<file path="config.mk">
export PLATFORM = sky130hd
export DESIGN_NAME = multi_slot_wakeup_timer
export DESIGN_NICKNAME = d
export VERILOG_FILES = /design/src/rtl/mswt_pkg.sv /design/src/rtl/mswt_ctrl.sv /design/src/rtl/mswt_datapath.sv /design/src/rtl/multi_slot_wakeup_timer.sv
export SDC_FILE = /design/constraint.sdc
export NUM_CORES = 2
export LEC_CHECK = 0
export ABC_CLOCK_PERIOD_IN_PS = 4300
export BUFFER_PORTS_ARGS = -buffer_cell sky130_fd_sc_hd__buf_2
export CAP_MARGIN = 5
export CORE_MARGIN = 5
export CORE_UTILIZATION = 40
export DETAILED_ROUTE_END_ITERATION = 7
export PLACE_DENSITY = 0.57
export SLEW_MARGIN = 5
export SYNTH_ARGS = -nofsm -noshare
export SYNTH_HDL_FRONTEND = slang
export SYNTH_SLANG_ARGS = --single-unit
export TNS_END_PERCENT = 1
</file>
<file path="constraint.sdc">
create_clock -name clk -period 4.3 [get_ports clk]
set_input_delay 0.645 -clock clk [delete_from_list [all_inputs] [get_ports clk]]
set_output_delay 0.645 -clock clk [all_outputs]
set_load 0.005 [all_outputs]
</file>
<file path="src/rtl/mswt_pkg.sv">
`timescale 1ns / 1ps

package mswt_pkg;

	localparam int NUM_SLOTS  = 8;
	localparam int SLOT_IDX_W = (NUM_SLOTS > 1) ? $clog2(NUM_SLOTS) : 1;
	localparam int MASK_W     = 8;
	localparam int HIT_W      = (NUM_SLOTS > MASK_W) ? NUM_SLOTS : MASK_W;

	typedef enum logic [2:0] {
		MODE_ADVANCE = 3'd0,
		MODE_CLAIM   = 3'd1,
		MODE_ARM     = 3'd2,
		MODE_READ    = 3'd3,
		MODE_SET     = 3'd4
	} mode_t;

	localparam logic [1:0] ST_OK     = 2'd0;
	localparam logic [1:0] ST_PASSED = 2'd1;
	localparam logic [1:0] ST_NOFREE = 2'd2;

	typedef struct packed {
		logic [2:0]  mode;
		logic [2:0]  slot;
		logic [63:0] target_tick;
	} in_item_t;

	typedef struct packed {
		logic [1:0]        status;
		logic [2:0]        slot_index;
		logic [63:0]       tick_value;
		logic [MASK_W-1:0] fired_mask;
	} out_item_t;

	// controller -> datapath
	typedef struct packed {
		logic latch;
		logic exec;
		logic fire;
	} ctl_cmd_t;

	// datapath -> controller
	typedef struct packed {
		logic is_advance;
	} dp_status_t;

endpackage

</file>
<file path="src/rtl/mswt_ctrl.sv">
`timescale 1ns / 1ps

module mswt_ctrl import mswt_pkg::*; (
	input  logic       clk,
	input  logic       arst_n,
	input  logic       start,
	output logic       busy,
	output logic       done,
	output ctl_cmd_t   cmd,
	input  dp_status_t stat
);

	typedef enum logic [1:0] {
		S_IDLE,
		S_EXEC,
		S_FIRE
	} state_t;

	state_t state_q;
	logic   done_q;

	always_ff @(posedge clk or negedge arst_n) begin
		if (!arst_n) begin
			state_q <= S_IDLE;
			done_q  <= 1'b0;
		end else begin
			done_q <= 1'b0;
			unique case (state_q)
				S_IDLE: begin
					if (start) state_q <= S_EXEC;
				end
				S_EXEC: begin
					if (stat.is_advance) begin
						state_q <= S_FIRE;
					end else begin
						state_q <= S_IDLE;
						done_q  <= 1'b1;
					end
				end
				S_FIRE: begin
					state_q <= S_IDLE;
					done_q  <= 1'b1;
				end
				default: state_q <= S_IDLE;
			endcase
		end
	end

	assign busy      = (state_q != S_IDLE);
	assign done      = done_q;
	assign cmd.latch = start && (state_q == S_IDLE);
	assign cmd.exec  = (state_q == S_EXEC);
	assign cmd.fire  = (state_q == S_FIRE);

endmodule

</file>
<file path="src/rtl/mswt_datapath.sv">
`timescale 1ns / 1ps

module mswt_datapath import mswt_pkg::*; (
	input  logic       clk,
	input  logic       arst_n,
	input  ctl_cmd_t   cmd,
	input  in_item_t   request,
	output dp_status_t stat,
	output out_item_t  result
);

	in_item_t        req_q;
	logic [63:0]     tick_q;
	logic            claimed_q [NUM_SLOTS];
	logic [63:0]     wake_q    [NUM_SLOTS];
	out_item_t       res_q;

	logic                  free_found;
	logic [SLOT_IDX_W-1:0] free_idx;
	logic [HIT_W-1:0]      hit;

	// lowest unclaimed slot
	always_comb begin
		free_found = 1'b0;
		free_idx   = '0;
		for (int i = NUM_SLOTS - 1; i >= 0; i--) begin
			if (!claimed_q[i]) begin
				free_found = 1'b1;
				free_idx   = SLOT_IDX_W'(i);
			end
		end
	end

	// slots due at the already incremented count
	always_comb begin
		hit = '0;
		for (int i = 0; i < NUM_SLOTS; i++) begin
			hit[i] = claimed_q[i] && (wake_q[i] != 64'd0) && (wake_q[i] <= tick_q);
		end
	end

	always_ff @(posedge clk) begin
		if (cmd.latch) req_q <= request;
	end

	always_ff @(posedge clk or negedge arst_n) begin
		if (!arst_n) begin
			tick_q <= 64'd0;
			for (int i = 0; i < NUM_SLOTS; i++) begin
				claimed_q[i] <= 1'b0;
				wake_q[i]    <= 64'd0;
			end
		end else if (cmd.exec) begin
			case (req_q.mode)
				MODE_ADVANCE: tick_q <= tick_q + 64'd1;
				MODE_CLAIM: begin
					if (free_found) claimed_q[free_idx] <= 1'b1;
				end
				MODE_ARM: begin
					if (req_q.target_tick > tick_q) begin
						for (int i = 0; i < NUM_SLOTS; i++) begin
							if (32'(req_q.slot) == i) wake_q[i] <= req_q.target_tick;
						end
					end
				end
				MODE_SET: tick_q <= req_q.target_tick;
				default: ;
			endcase
		end else if (cmd.fire) begin
			for (int i = 0; i < NUM_SLOTS; i++) begin
				if (hit[i]) wake_q[i] <= 64'd0;
			end
		end
	end

	always_ff @(posedge clk) begin
		if (cmd.exec) begin
			res_q.status     <= ST_OK;
			res_q.slot_index <= 3'd0;
			res_q.tick_value <= tick_q;
			res_q.fired_mask <= '0;
			case (req_q.mode)
				MODE_CLAIM: begin
					if (free_found) res_q.slot_index <= 3'(free_idx);
					else            res_q.status     <= ST_NOFREE;
				end
				MODE_ARM: begin
					if (req_q.target_tick <= tick_q) res_q.status <= ST_PASSED;
				end
				MODE_SET: res_q.tick_value <= req_q.target_tick;
				default: ;
			endcase
		end else if (cmd.fire) begin
			res_q.tick_value <= tick_q;
			res_q.fired_mask <= hit[MASK_W-1:0];
		end
	end

	assign stat.is_advance = (req_q.mode == MODE_ADVANCE);
	assign result          = res_q;

endmodule

</file>
<file path="src/rtl/multi_slot_wakeup_timer.sv">
`timescale 1ns / 1ps
// Channel   Signals                 Transfer
// --------  ----------------------  -----------------------------------------
// request   start, busy, request    edge with start high and busy low
// result    done, result            edge ending the single cycle done is high
//
// Sequencing: an advance transfer passes latch, increment and slot compare
// before its result is shown; every other mode passes latch and execute. The
// next start is taken in the cycle the result is shown, so a new item is
// accepted only once the last one is through; the controller sets this.
// Reset: arst_n clears the count, the claimed flags and all wake ticks.
// Stalls: the receiver cannot stall; done lasts exactly one cycle.

module multi_slot_wakeup_timer import mswt_pkg::*; (
	input  logic      clk,
	input  logic      arst_n,
	input  logic      start,
	output logic      busy,
	input  in_item_t  request,
	output logic      done,
	output out_item_t result
);

	ctl_cmd_t   cmd;
	dp_status_t stat;

	// sequencing: idle -> exec (-> fire for advance) -> idle with done
	mswt_ctrl u_ctrl (
		.clk    (clk),
		.arst_n (arst_n),
		.start  (start),
		.busy   (busy),
		.done   (done),
		.cmd    (cmd),
		.stat   (stat)
	);

	// count, slot flags and wake ticks; result register
	mswt_datapath u_dp (
		.clk     (clk),
		.arst_n  (arst_n),
		.cmd     (cmd),
		.request (request),
		.stat    (stat),
		.result  (result)
	);

endmodule

</file>
==> results.ini <==
[status]
status = completed

[sta]
fmax_ghz = 0.245
clock_skew_ns = 0.0249
whs_ns = 0.165
fin_crit_sh_pct = 94.8
slew_violations = 0
rsz0062_at_grt = false
worst_pin_slew_ns = 1.17
setup_viol = 0
setup_tns_ns = 0
final_hold_viol_count = 0
fin_crit_ns = 4.08
relSlewSlack_pct = 21.4

[power]
p_total_mw = 30.0
p_int_mw = 17.3
power.switching_mw = 12.7
vdd.ir_drop.worst_mv = 0.350
p_per_area_mw_per_mm2 = 606
swShare_pct = 42.4
combPwrFrac_pct = 42.1
p_clk_share_pct = 24.9
pwr-share-seq_pct = 33.0
p_leak_nw = 22.6

[critical_path]
rr_worst_depth = 12
required_ns = 4.82
path_max_fanout = 33
end_kind = flip-flop
cp-start-kind = flip-flop
crit_arrival_ns = 4.59
crit_type = flip-flop to flip-flop

[synthesis]
synth_largest_area_cell = dfrtp_1
async_reset_ff_share_pct = 80.0
avgSynthCellArea_um2 = 10.5
yosysMostFrequentCell = dfrtp_1
synth-edff-count = 139
synth_nets = 4712
synth_seq_cells = 734
syn_inst = 4059
yosys_most_used_dff = dfrtp_1
ys_warn_count = 0
synthTopCellsByArea = dfrtp_1 (34%), ha_1 (17%), edfxtp_1 (9.8%), o2bb2ai_1 (5.8%), a21oi_1 (3.9%)
synth_commonest_cells = dfrtp_1 (587), ha_1 (580), nand2_1 (437)
seq_area_frac_synth_pct = 44.7
synth_cell_types = 76
netlist.area_leader.share_pct = 34.5
syn-cell-area_mm2 = 0.0426

[floorplanning]
design.core.area_mm2 = 0.106
rows = 119
dieArea_mm2 = 0.113
die_w_um = 336
die_h_um = 336
floorplan.io_pins = 152
start_util_pct = 40.3

[clock_network]
cts_root_buf = clkbuf_16
htree_levels = 3
clock_sink_count = 734
ctsLongestPathBuffers = 3
cts_buffers = 84
clock_latency_ns = 0.66
cts_tree = yes
clkTransAtPathRegs_ns = 0.06

[global_route]
grt_max_degree = 101
first_global_vias = 34274
grtUsageTotal_pct = 26.6
antenna_found_initial = 2
overflow = 0
grt_pass1_wl_um = 229000

[route]
drtAntennaViolNets = 0
drt_iter0_markers = 3841
dr.max_layer_used = met4
vias = 36175
wl_met1_um = 68000
routed-wl-met2_um = 70200
wire_per_inst_um = 26.6
wl_met3_um = 11300
dr.pass1.iters = 6
vias_per_cell = 6.24
drcViolationCount = 0
wirelength_um = 154000

[cells_and_area]
multi_input_area_mm2 = 0.0226
n_antenna_cell = 0
syn2layout_area_growth_pct = 16.3
drive_above_1_share_pct = 12.2
design_area_mm2 = 0.0495
fillers = 9766
stdcell_count = 5795
finalNetCount = 4985
regArea_mm2 = 0.0190

[placement]
port_buffers = 151
dpl-instance-area_mm2 = 0.0467
hpwlAfterDp_um = 118000
dp_cells = 5636
place_congestion = 0.985

[flow_run]
drv_cap = 0

[hold_path]
hp-class = primary input to flip-flop
hold_depth = 1

==> registers in the layout, indices dropped and copies added, names as in the netlist <==
signal,flops
u_ctrl.done,1
u_dp.tick_q,64
u_dp.claimed_q,8
u_dp.req_q,70
u_dp.wake_q,512
u_dp.result,77
u_ctrl.state_q,2
==> repair_timing <==
item	CTS	global route
endpoints found under the hold margin	41	0
hold buffers	1	0
resized for setup	0	0
setup buffers	0	0
==> cell usage in the layout, fill, tap and decap left out, types with 86 or more instances in the layout <==
cell type  instances
nand4_1          172
nand2_1          432
ha_1             578
dfrtp_1          587
nand3_1          100
inv_1             90
o21ai_0          212
edfxtp_1         139
buf_4            177
buf_2            150
a21oi_1          330
o2bb2ai_1        280
nor4_1           162
a22o_1            86
nor2_1           113
clkbuf_16         87
==> worst max-delay path: stages, from the launching register on <==
cell,delay [ns]
dfrtp_1,0.44
inv_1,0.32
ha_1,0.41
nand4_1,0.16
nor3_1,0.47
nand4_1,0.46
nor3_1,0.30
buf_4,0.19
a311oi_1,0.09
nor4_1,0.57
a41oi_4,0.10
buf_12,0.26
o2bb2ai_1,0.15
==> power by group through the flow <==
| stage | registers (mW) | logic, mW | clock network, mW |
|---|---|---|---|
| after global placement | 9.96 | 12.2 | 0 |
| after floorplan | 9.60 | 7.06 | 0 |
| after detailed placement | 9.96 | 12.4 | 0 |
| after CTS | 9.85 | 12.5 | 7.59 |
| after global routing | 10.0 | 13.8 | 7.87 |
| final | 9.90 | 12.7 | 7.47 |
==> per-stage QoR <==
stage	setup WS, ns	utilization [%]
floorplan	0.640	-
global placement	0.484	44.2
detailed placement	0.451	44.2
CTS	0.406	46.9
global route	0.146	46.9
finish	0.224	46.9
==> area by class of cell <==
class,instances,share of cell area [%]
Tap cell,1391,3.51
Timing Repair Buffer,375,6.11
Multi-Input combinational cell,3046,45.6
Clock buffer,121,4.87
Sequential cell,734,38.4
Inverter,91,0.690
Clock inverter,37,0.828
==> kinds of logic (layout without fill, tap and decap cells) <==
logic type	after synthesis	in the layout	synth area share, %
AOI/OAI and AO/OA	1269	1269	21.0
buffers and inverters	279	624	2.60
adders and majority gates	580	580	17.0
DFF	734	734	44.7
muxes	42	42	0.987
and+or+nand+nor	1155	1155	13.7
==> final timing paths <==
check	start	endpoint	slack, ns
setup / recovery	u_dp.tick_q[52]	u_dp.wake_q[4]	0.22
hold / removal	request[38]	u_dp.req_q[38]	0.17
setup reg to reg	u_dp.tick_q[52]	u_dp.wake_q[4]	0.22
hold reg to reg	u_dp.result[7]	u_dp.result[7]	0.46
max in group asynchronous	arst_n	u_dp.wake_q[456]	2.64
min in group asynchronous	arst_n	u_dp.wake_q[508]	0.58
==> routing by layer <==
metal	vias up	global-route usage, %
met3	247	4.71
met5	-	0
li1	16471	-
met2	1303	42.0
met1	18154	37.9
met4	0	7.48
Power figures use the tool's default switching activity.
